File: config.mk
export PLATFORM = sky130hd
export DESIGN_NAME = laplacian_flux_stencil_core
export DESIGN_NICKNAME = d
export VERILOG_FILES = /design/src/rtl/core/lfs_pkg.sv /design/src/rtl/core/lfs_column_cell.sv /design/src/rtl/core/lfs_laplacian.sv /design/src/rtl/core/laplacian_flux_stencil_core.sv
export SDC_FILE = /design/constraint.sdc
export NUM_CORES = 2
export LEC_CHECK = 0
export BUFFER_PORTS_ARGS = -buffer_cell sky130_fd_sc_hd__clkbuf_2
export CAP_MARGIN = 20
export CORE_MARGIN = 1.5
export CORE_UTILIZATION = 60
export DETAILED_ROUTE_END_ITERATION = 10
export GPL_TIMING_DRIVEN = 0
export HOLD_SLACK_MARGIN = 0.06
export PLACE_DENSITY = 0.79
export SETUP_SLACK_MARGIN = 0.4
export SYNTH_ARGS = -nofsm -noshare
export SYNTH_HDL_FRONTEND = slang
export SYNTH_SLANG_ARGS = --single-unit
File: constraint.sdc
create_clock -name clk_i -period 15.5 [get_ports clk_i]
set_input_delay 3.1 -clock clk_i [delete_from_list [all_inputs] [get_ports clk_i]]
set_output_delay 3.1 -clock clk_i [all_outputs]
set_load 0.005 [all_outputs]
File: src/rtl/core/lfs_pkg.sv
// Package for the Laplacian flux stencil: widths, payload structs and cell control type.
package lfs_pkg;

  // Width of the grid values and of the saturated Laplacians
  localparam int ValueWidth = 32;
  // Width of every field on the ports
  localparam int FieldWidth = 32;
  // Rows in one grid column and columns held in the window
  localparam int NumRows    = 5;
  localparam int HeldCols   = 4;
  // Exact Laplacian: 4*p minus four terms needs three guard bits
  localparam int LapWidth   = ValueWidth + 3;

  // Row positions inside a column
  localparam int RowTop    = 0;
  localparam int RowUpper  = 1;
  localparam int RowMiddle = 2;
  localparam int RowLower  = 3;
  localparam int RowBottom = 4;

  // Laplacian positions around the patch centre
  localparam int LapCentre = 0;
  localparam int LapWest   = 1;
  localparam int LapEast   = 2;
  localparam int LapNorth  = 3;
  localparam int LapSouth  = 4;
  localparam int NumLaps   = 5;

  typedef logic [NumRows-1:0][ValueWidth-1:0] lfs_col_t;

  typedef struct packed {
    logic signed [FieldWidth-1:0] top_value;
    logic signed [FieldWidth-1:0] upper_value;
    logic signed [FieldWidth-1:0] middle_value;
    logic signed [FieldWidth-1:0] lower_value;
    logic signed [FieldWidth-1:0] bottom_value;
    logic                         row_start;
  } lfs_in_t;

  typedef struct packed {
    logic signed [FieldWidth-1:0] flux_west;
    logic signed [FieldWidth-1:0] flux_east;
    logic signed [FieldWidth-1:0] flux_north;
    logic signed [FieldWidth-1:0] flux_south;
  } lfs_out_t;

  // Control type used by every cell of the window
  typedef struct packed {
    logic shift;
    logic clear;
  } lfs_cell_ctrl_t;

endpackage

File: src/rtl/core/lfs_column_cell.sv
// One window cell: holds a grid column and its valid flag, takes its neighbour's on a shift.
module lfs_column_cell (
  input  logic                    clk_i,
  input  logic                    rst_ni,
  input  lfs_pkg::lfs_cell_ctrl_t ctrl_i,
  input  lfs_pkg::lfs_col_t       col_i,
  input  logic                    valid_i,
  output lfs_pkg::lfs_col_t       col_o,
  output logic                    valid_o
);

  lfs_pkg::lfs_col_t col_q, col_d;
  logic              valid_q, valid_d;

  // Next contents: neighbour's column on a shift, emptied at start of row
  always_comb begin
    col_d   = col_q;
    valid_d = valid_q;
    if (ctrl_i.shift) begin
      col_d   = col_i;
      valid_d = valid_i & ~ctrl_i.clear;
    end
  end

  always_ff @(posedge clk_i or negedge rst_ni) begin
    if (!rst_ni) begin
      valid_q <= 1'b0;
    end else begin
      valid_q <= valid_d;
    end
  end

  // Column payload, no reset needed
  always_ff @(posedge clk_i) begin
    col_q <= col_d;
  end

  assign col_o   = col_q;
  assign valid_o = valid_q;

endmodule

File: src/rtl/core/lfs_laplacian.sv
// Five-point Laplacian 4*p - n - s - w - e, saturated to the value width.
module lfs_laplacian (
  input  logic signed [lfs_pkg::ValueWidth-1:0] p_i,
  input  logic signed [lfs_pkg::ValueWidth-1:0] n_i,
  input  logic signed [lfs_pkg::ValueWidth-1:0] s_i,
  input  logic signed [lfs_pkg::ValueWidth-1:0] w_i,
  input  logic signed [lfs_pkg::ValueWidth-1:0] e_i,
  output logic signed [lfs_pkg::ValueWidth-1:0] lap_o
);

  localparam int GuardBits = lfs_pkg::LapWidth - lfs_pkg::ValueWidth + 1;

  logic signed [lfs_pkg::LapWidth-1:0] sum;
  logic        [GuardBits-1:0]         top_bits;
  logic                                in_range;

  // Exact sum in the widened format
  assign sum = (lfs_pkg::LapWidth'(p_i) <<< 2) - lfs_pkg::LapWidth'(n_i)
             - lfs_pkg::LapWidth'(s_i) - lfs_pkg::LapWidth'(w_i)
             - lfs_pkg::LapWidth'(e_i);

  // Fits when all bits from the value sign bit upwards agree
  assign top_bits = sum[lfs_pkg::LapWidth-1:lfs_pkg::ValueWidth-1];
  assign in_range = (top_bits == '0) || (top_bits == '1);

  // Clamp to the signed range on overflow
  always_comb begin
    if (in_range) begin
      lap_o = sum[lfs_pkg::ValueWidth-1:0];
    end else if (sum[lfs_pkg::LapWidth-1]) begin
      lap_o = {1'b1, {(lfs_pkg::ValueWidth-1){1'b0}}};
    end else begin
      lap_o = {1'b0, {(lfs_pkg::ValueWidth-1){1'b1}}};
    end
  end

endmodule

File: src/rtl/core/laplacian_flux_stencil_core.sv
// Top level of the Laplacian flux stencil: column window, Laplacian stage and flux output register.
//
// The block takes one grid column per transaction and can accept a new column in every
// cycle; a chain of four column cells shifts on each accepted column. When four earlier
// columns are held and the new column does not start a row, five saturated Laplacians are
// formed and registered in the Laplacian register, and the four flux differences follow in the
// output register. The first four columns of a row (the one flagged row_start and the three
// after it) give no result. Back-pressure on the output stalls the two pipeline registers;
// new columns are taken as long as the Laplacian register is empty or moves on.
module laplacian_flux_stencil_core (
  input  logic             clk_i,
  input  logic             rst_ni,
  input  logic             in_valid_i,
  output logic             in_ready_o,
  input  lfs_pkg::lfs_in_t in_data_i,
  output logic             out_valid_o,
  input  logic             out_ready_i,
  output lfs_pkg::lfs_out_t out_data_o
);

  localparam int VW = lfs_pkg::ValueWidth;
  localparam int NC = lfs_pkg::HeldCols;

  logic                    in_accept;
  lfs_pkg::lfs_col_t       new_col;
  lfs_pkg::lfs_col_t       cell_col [NC];
  logic [NC-1:0]           cell_valid;
  lfs_pkg::lfs_cell_ctrl_t cell_ctrl [NC];
  logic                    window_full;

  logic signed [VW-1:0] grid [lfs_pkg::NumRows][NC+1];
  logic signed [VW-1:0] lap  [lfs_pkg::NumLaps];

  logic signed [VW-1:0] lap_q [lfs_pkg::NumLaps];
  logic                 s1_valid_q, s1_valid_d;
  logic                 s1_load;

  logic                 out_valid_q, out_valid_d;
  logic                 out_load;
  lfs_pkg::lfs_out_t    out_data_q, out_data_d;
  logic signed [VW-1:0] d_west, d_east, d_north, d_south;

  assign in_accept = in_valid_i && in_ready_o;

  // New column: low value bits of each field
  assign new_col[lfs_pkg::RowTop]    = in_data_i.top_value[VW-1:0];
  assign new_col[lfs_pkg::RowUpper]  = in_data_i.upper_value[VW-1:0];
  assign new_col[lfs_pkg::RowMiddle] = in_data_i.middle_value[VW-1:0];
  assign new_col[lfs_pkg::RowLower]  = in_data_i.lower_value[VW-1:0];
  assign new_col[lfs_pkg::RowBottom] = in_data_i.bottom_value[VW-1:0];

  // Window chain, cell 0 oldest; the last cell takes the incoming column
  for (genvar k = 0; k < NC; k++) begin : g_cell
    if (k == NC - 1) begin : g_last
      assign cell_ctrl[k].shift = in_accept;
      assign cell_ctrl[k].clear = 1'b0;
      lfs_column_cell u_cell (
        .clk_i   (clk_i),
        .rst_ni  (rst_ni),
        .ctrl_i  (cell_ctrl[k]),
        .col_i   (new_col),
        .valid_i (1'b1),
        .col_o   (cell_col[k]),
        .valid_o (cell_valid[k])
      );
    end else begin : g_mid
      assign cell_ctrl[k].shift = in_accept;
      assign cell_ctrl[k].clear = in_data_i.row_start;
      lfs_column_cell u_cell (
        .clk_i   (clk_i),
        .rst_ni  (rst_ni),
        .ctrl_i  (cell_ctrl[k]),
        .col_i   (cell_col[k+1]),
        .valid_i (cell_valid[k+1]),
        .col_o   (cell_col[k]),
        .valid_o (cell_valid[k])
      );
    end
  end

  assign window_full = &cell_valid;

  // 5x5 patch: window columns then the new column
  always_comb begin
    for (int r = 0; r < lfs_pkg::NumRows; r++) begin
      for (int c = 0; c < NC; c++) begin
        grid[r][c] = cell_col[c][r];
      end
      grid[r][NC] = new_col[r];
    end
  end

  // Laplacians at the centre and its four neighbours
  lfs_laplacian u_lap_c (
    .p_i (grid[2][2]), .n_i (grid[1][2]), .s_i (grid[3][2]),
    .w_i (grid[2][1]), .e_i (grid[2][3]), .lap_o (lap[lfs_pkg::LapCentre])
  );
  lfs_laplacian u_lap_w (
    .p_i (grid[2][1]), .n_i (grid[1][1]), .s_i (grid[3][1]),
    .w_i (grid[2][0]), .e_i (grid[2][2]), .lap_o (lap[lfs_pkg::LapWest])
  );
  lfs_laplacian u_lap_e (
    .p_i (grid[2][3]), .n_i (grid[1][3]), .s_i (grid[3][3]),
    .w_i (grid[2][2]), .e_i (grid[2][4]), .lap_o (lap[lfs_pkg::LapEast])
  );
  lfs_laplacian u_lap_n (
    .p_i (grid[1][2]), .n_i (grid[0][2]), .s_i (grid[2][2]),
    .w_i (grid[1][1]), .e_i (grid[1][3]), .lap_o (lap[lfs_pkg::LapNorth])
  );
  lfs_laplacian u_lap_s (
    .p_i (grid[3][2]), .n_i (grid[2][2]), .s_i (grid[4][2]),
    .w_i (grid[3][1]), .e_i (grid[3][3]), .lap_o (lap[lfs_pkg::LapSouth])
  );

  // Pipeline enables
  assign out_load   = !out_valid_q || out_ready_i;
  assign s1_load    = !s1_valid_q || out_load;
  assign in_ready_o = s1_load;

  // Laplacian stage valid
  always_comb begin
    s1_valid_d = s1_valid_q;
    if (s1_load) begin
      s1_valid_d = in_accept && window_full && !in_data_i.row_start;
    end
  end

  always_ff @(posedge clk_i) begin
    if (in_accept) begin
      lap_q <= lap;
    end
  end

  // Flux differences, wrapped to the value width
  assign d_west  = lap_q[lfs_pkg::LapCentre] - lap_q[lfs_pkg::LapWest];
  assign d_east  = lap_q[lfs_pkg::LapEast]   - lap_q[lfs_pkg::LapCentre];
  assign d_north = lap_q[lfs_pkg::LapCentre] - lap_q[lfs_pkg::LapNorth];
  assign d_south = lap_q[lfs_pkg::LapSouth]  - lap_q[lfs_pkg::LapCentre];

  always_comb begin
    out_data_d.flux_west  = lfs_pkg::FieldWidth'(d_west);
    out_data_d.flux_east  = lfs_pkg::FieldWidth'(d_east);
    out_data_d.flux_north = lfs_pkg::FieldWidth'(d_north);
    out_data_d.flux_south = lfs_pkg::FieldWidth'(d_south);
  end

  // Output register valid
  always_comb begin
    out_valid_d = out_valid_q;
    if (out_load) begin
      out_valid_d = s1_valid_q;
    end
  end

  always_ff @(posedge clk_i or negedge rst_ni) begin
    if (!rst_ni) begin
      s1_valid_q  <= 1'b0;
      out_valid_q <= 1'b0;
    end else begin
      s1_valid_q  <= s1_valid_d;
      out_valid_q <= out_valid_d;
    end
  end

  always_ff @(posedge clk_i) begin
    if (out_load && s1_valid_q) begin
      out_data_q <= out_data_d;
    end
  end

  assign out_valid_o = out_valid_q;
  assign out_data_o  = out_data_q;

endmodule

Yosys cells after proc, flatten, opt, wreduce, memory -nomap -nowiden
Cells that the tools add are included.
{ "classes": {"addsub": 24, "bitwise_logic": 4, "eq_ne": 5, "n_mux": 10, "reduce_logical": 20} }
{ "ops": {"columns": ["operator", "count"], "rows": [
  ["$sub 35x32->35", 15],
  ["$mux 32", 10],
  ["$sub 34x32->35", 5],
  ["$sub 32x32->32", 4],
  ["$eq 4x4->1 const B", 5],
  ["$logic_not 4->1", 5],
  ["$logic_or 1x1->1", 7],
  ["$logic_and 1x1->1", 4],
  ["$reduce_and 4->1", 1],
  ["$and 1x1->1", 3],
  ["$logic_not 1->1", 3],
  ["$not 1->1", 1]
]} }
{ "word_totals": {"ff_bits": 742, "elab_cells": 92} }

Depth between registers and ports, before layout
{ "depth": {"ltp_word": 7, "mapped_depth": 19, "mapped_depth_nobuf": 17} }

Hierarchy
Synthesis repeated with hierarchy kept, for this count alone.
{ "unflattened": {"cells_unflattened": 5124, "area_unflattened_um2": 59961.3} }
{ "by_module_without_submodules": {"columns": ["module", "area_per_inst_um2", "instances", "cells_per_inst", "seq_area_each_um2"], "rows": [
  ["lfs_column_cell", 4845.9, 4, 164, 4829.6],
  ["laplacian_flux_stencil_core", 15312.2, 1, 1267, 8698.3],
  ["lfs_laplacian (u_lap_n ...)", 4964.8, 2, 637, 0.0],
  ["lfs_laplacian (u_lap_e)", 5230.0, 1, 648, 0.0],
  ["lfs_laplacian (u_lap_c)", 5217.5, 1, 651, 0.0],
  ["lfs_laplacian (u_lap_w)", 4888.4, 1, 628, 0.0]
]} }

Worst setup path before layout
No wires, ideal clock.
{ "synth_timing": {"kind": "input port to flip-flop", "startpoint": "input port out_ready_i", "endpoint": "register g_cell[0].g_mid.u_cell.col_q, in the netlist g_cell[0].g_mid.u_cell.col_o[64], enable pin", "path_stages": 3, "required_time_ns": 14.551, "n_path_buf": 0, "setup_slack_ns": -0.498, "t_arrival_ns": 15.049, "setup_time_ns": 0.949, "path_cell_list": "nand3b_1 nand2_1 inv_1"} }
{ "synth_via": {"elab_chain_cells": 3} }
{ "synth_rtl": {"columns": ["item", "line_no", "rtl"], "rows": [
  ["start: declaration", "laplacian_flux_stencil_core.sv:17", "input logic out_ready_i,"],
  ["$logic_or 1x1->1", "laplacian_flux_stencil_core.sv:116", "assign out_load = !out_valid_q || out_ready_i;"],
  ["$logic_or 1x1->1", "laplacian_flux_stencil_core.sv:117", "assign s1_load = !s1_valid_q || out_load;"],
  ["$logic_and 1x1->1", "laplacian_flux_stencil_core.sv:43", "assign in_accept = in_valid_i && in_ready_o;"],
  ["via in_accept", "laplacian_flux_stencil_core.sv:24", "logic in_accept;"],
  ["end signal: assignment", "lfs_column_cell.sv:35", "col_q <= col_d;"],
  ["end: declaration", "lfs_column_cell.sv:12", "lfs_pkg::lfs_col_t col_q, col_d;"]
]} }
The timed path passes the listed nets, and every way through them passes these cells.
A chain may end at the register's enable or synchronous reset.

==> run summary <==
## Status
• complete, no violations — outcome

## Floorplan
• 295 — IO Pins
• 0.6048 — Initial Util
• 0.08515 mm² — core footprint
• 296.0 µm — die width
• 296.0 µm — Die Ht
• 0.08760 mm² — Die ar.
• 107 — Cell Rows

## Clock tree
• 0 — PostCTS Resize Cnt
• 80 — number of buffers added by the clock tree synthesis step
• sky130_fd_sc_hd__clkbuf_16 — root buffer cell
• 3 — Clock Tree Buf Depth
• 0 — Post-CTS Hold Fix Bufs
• yes — CTS tree
• 3 — deepest level of the CTS H-tree
• 0.67 ns — Skew-Pair Late Insertion Delay
• 0 — number of setup buffers added after CTS
• 742 — clock tree sinks
• 0.06 ns — CTS clock-pin slew for the worst setup and hold paths

## Timing
• 0 — final hold violation count
• false — unrepaired setup endpoints after global routing
• 0.04314 ns — Final Skew
• 0.2164 — relative slew slack
• 0 — final setup fails
• 8.362 ns — crit path time final
• 0.5395 — Period Utilization, post-route
• 0.1196 GHz — f_max
• 1.146 ns — actual slew at the worst max-slew pin
• 0 — Final Max Tran Viols

## Drt
• 130,000 µm — WL final
• 0 — number of routed nets with antenna violations
• 34,320 — DR vias
• 21.37 µm — wire length per cell after detailed routing
• 0 — Residual DRC
• 3,451 — initial DRC count
• 7 — DRT Pass-1 Iters
• 5.642 — detail-routed via count per cell

## Setup path
• 4 — Bufs and invs on worst path
• 8.87 ns — arrival time reported for the critical path endpoint
• 17 — number of stages on the worst setup path
• 0.99 ns — Max stage delay on crit path
• 16.01 ns — required time of the worst setup path
• in_data_i[70] — Crit. Startpoint
• flip-flop — CP Capture Type
• 8.46 ns — worst reg2reg setup slack
• lap_q[73] — capture instance of the worst register-to-register path
• primary input — type of origin of the critical path
• lap_q[73] — critical path capture point
• 10 — highest fanout seen on the critical path
• in -> reg — CP Class
• compound AO/OA/AOI/OAI gates — Worst path top cell family by delay
• sky130_fd_sc_hd__a2111oi_0 — Max stage delay cell, worst path
• clkbuf_2 > fa_1 > fa_1 > inv_1 > ha_1 > and3_1 > a21boi_1 > o31a_1 > nand2b_1 > a21boi_1 > a2111oi_0 > a31oi_1 > xor2_1 > o31ai_2 > buf_6 > buf_2 > a21o_1 — crit path cell chain
• 19 — worst reg-to-reg path cell count
• g_cell[2].g_mid.u_cell.col_o[67] — critical register-to-register path startpoint

## Yosys
• 4,472 — Mapped Cells
• sky130_fd_sc_hd__edfxtp_1, sky130_fd_sc_hd__fa_1, sky130_fd_sc_hd__inv_1 — top cells by area, synth
• 0.4292 — proportion of netlist area held by the largest area contributor
• 76 — number of different library cells in the post-synthesis netlist
• 736 — EDFF count, synth
• 0 — count of yosys warnings during synthesis
• 742 — count of state elements after synthesis
• 0.05150 mm² — Mapped Area
• sky130_fd_sc_hd__edfxtp_1 — leading area contributor after synthesis
• sky130_fd_sc_hd__edfxtp_1 — main flop type after synthesis
• 5,440 — total nets after synthesis
• 0.4321 — fraction of the yosys area taken by sequential cells
• 11.52 µm² — mean instance size in the synthesized netlist
• 0.008086 — fraction of registers with async set or reset after synthesis

## Finish
• 11.69% — Layout Area Growth over Synthesis
• 5,839 — net count of the finished layout
• 0.1029 — proportion of layout cells with a drive suffix above 1
• 6,187 — Layout fillers
• sky130_fd_sc_hd__inv_1 — most common library cell in the layout ignoring fill and taps
• 0.05752 mm² — post-route standard cell area excluding fillers
• sky130_fd_sc_hd__inv_1, sky130_fd_sc_hd__edfxtp_1, sky130_fd_sc_hd__fa_1, sky130_fd_sc_hd__ha_1, sky130_fd_sc_hd__clkbuf_2 — commonest non-fill, non-tap cells in the layout

## Global routing
• 34,490 — via count of the first global-routing pass
• 0.3039 — overall routing resource usage
• 6 — antenna violations before repair
• 58 — pin count of the biggest net entering global routing
• 197,600 µm — wire length of the first global-routing pass
• 0 — total grt overflow

## Job
• 0 — max-capacitance violation count

## Placed design
• 106,600 µm — placed wire-length estimate after detailed placement
• 0.05486 mm² — Placed Area
• 294 — count of input and output buffers
• 0.9887 — GP Congestion

## Worst hold path
• reg -> reg — min-delay worst type
• g_cell[3].g_last.u_cell.col_o[133] — critical hold path startpoint

## flip-flops by register name, indices dropped and copies added, names as in the netlist
name and flops:
g_cell.g_last.u_cell.col_o 160, g_cell.g_last.u_cell.valid_o 1, g_cell.g_mid.u_cell.col_o 288, g_cell.g_mid.u_cell.valid_o 3
lap_q 160, out_data_o 128, out_valid_o 1, s1_valid_q 1
## how the worst min path moves through the flow
stage                     slack, ns                                end  depth (start not counted)
after global routing           0.42  g_cell[2].g_mid.u_cell.col_o[133]                          0
after floorplan                0.40    g_cell[2].g_mid.u_cell.col_o[0]                          0
final                          0.40  g_cell[2].g_mid.u_cell.col_o[133]                          0
after detailed placement       0.40    g_cell[2].g_mid.u_cell.col_o[0]                          0
after CTS                      0.41  g_cell[2].g_mid.u_cell.col_o[155]                          0
after global placement         0.40   g_cell[2].g_mid.u_cell.col_o[15]                          0
## logic make-up after synthesis
| logic type | share of synthesized area |
|---|---|
| XOR/XNOR | 0.04674 |
| AND/OR/NAND/NOR | 0.04606 |
| flip-flops | 0.4321 |
| buffers and inverters | 0.08722 |
| adder cells (fa/ha/maj) | 0.2664 |
| AO/OA/AOI/OAI | 0.1215 |
## Yosys cell counts, types with 18 or more instances
cell type and count:
sky130_fd_sc_hd__a21oi_1 282, sky130_fd_sc_hd__nor2b_1 20, sky130_fd_sc_hd__fa_1 489, sky130_fd_sc_hd__a21o_1 200, sky130_fd_sc_hd__clkbuf_1 42, sky130_fd_sc_hd__nor2_1 127, sky130_fd_sc_hd__o21a_1 47, sky130_fd_sc_hd__buf_2 20
sky130_fd_sc_hd__o21ai_0 182, sky130_fd_sc_hd__nand4_1 38, sky130_fd_sc_hd__and3_1 18, sky130_fd_sc_hd__a31oi_1 34, sky130_fd_sc_hd__nand2_1 162, sky130_fd_sc_hd__ha_1 314, sky130_fd_sc_hd__o211ai_1 24, sky130_fd_sc_hd__edfxtp_1 736
sky130_fd_sc_hd__nand2b_1 33, sky130_fd_sc_hd__nor3_1 23, sky130_fd_sc_hd__xnor2_1 180, sky130_fd_sc_hd__a211oi_1 21, sky130_fd_sc_hd__xor2_1 93, sky130_fd_sc_hd__nand3_1 31, sky130_fd_sc_hd__o21bai_1 32, sky130_fd_sc_hd__inv_1 1127
## final cells by class
class | instances | area, µm² | area share
Inverter | 1127 | 4234 | 0.07361
Antenna cell | 3 | 7.507 | 0.0001305
Multi-Input combinational cell | 2540 | 24760 | 0.4305
Tap cell | 1144 | 1431 | 0.02489
Clock buffer | 89 | 2036 | 0.03539
Timing Repair Buffer | 317 | 1919 | 0.03337
Clock inverter | 57 | 618.1 | 0.01075
Sequential cell | 742 | 22250 | 0.3869
Buffer | 63 | 261.5 | 0.004546
## stage by stage
stage	setup slack [ns]	util	cells	hold slack [ns]	setup TNS, ns
finish	7.138	0.6755	6082	0.3963	0
global route	6.967	0.6755	6082	0.4155	0
CTS	7.370	0.6754	6079	0.4115	0
detailed placement	6.686	0.6443	5933	0.4045	0
global placement	-1.574	0.6390	5910	0.4014	-909.67
floorplan	2.405	-	4472	0.4003	0
## worst register-to-register path, cell delays in order, from the launching register on
cell and delay [ns]:
sky130_fd_sc_hd__edfxtp_1 0.46, sky130_fd_sc_hd__inv_1 0.28, sky130_fd_sc_hd__fa_1 0.51, sky130_fd_sc_hd__inv_1 0.09, sky130_fd_sc_hd__fa_1 0.44, sky130_fd_sc_hd__fa_1 0.52, sky130_fd_sc_hd__inv_1 0.05, sky130_fd_sc_hd__ha_1 0.33
sky130_fd_sc_hd__and3_1 0.21, sky130_fd_sc_hd__a21boi_1 0.36, sky130_fd_sc_hd__o31a_1 0.36, sky130_fd_sc_hd__nand2b_1 0.22, sky130_fd_sc_hd__a21boi_1 0.15, sky130_fd_sc_hd__a2111oi_0 0.99, sky130_fd_sc_hd__a31oi_1 0.37, sky130_fd_sc_hd__xor2_1 0.25
sky130_fd_sc_hd__o31ai_2 0.65, sky130_fd_sc_hd__buf_6 0.23, sky130_fd_sc_hd__buf_2 0.23, sky130_fd_sc_hd__a21o_1 0.19
## layer usage
metal	GRT usage	share of wire	vias up
li1	-	-	15650
met1	0.4400	0.43	16820
met2	0.4644	0.44	1601
met3	0.05681	0.094	239
met4	0.1049	0.033	4
met5	0	0.00021	-
Power is not shown: default switching activity piles up to over one toggle a cycle in this logic, so the estimate is an artifact.
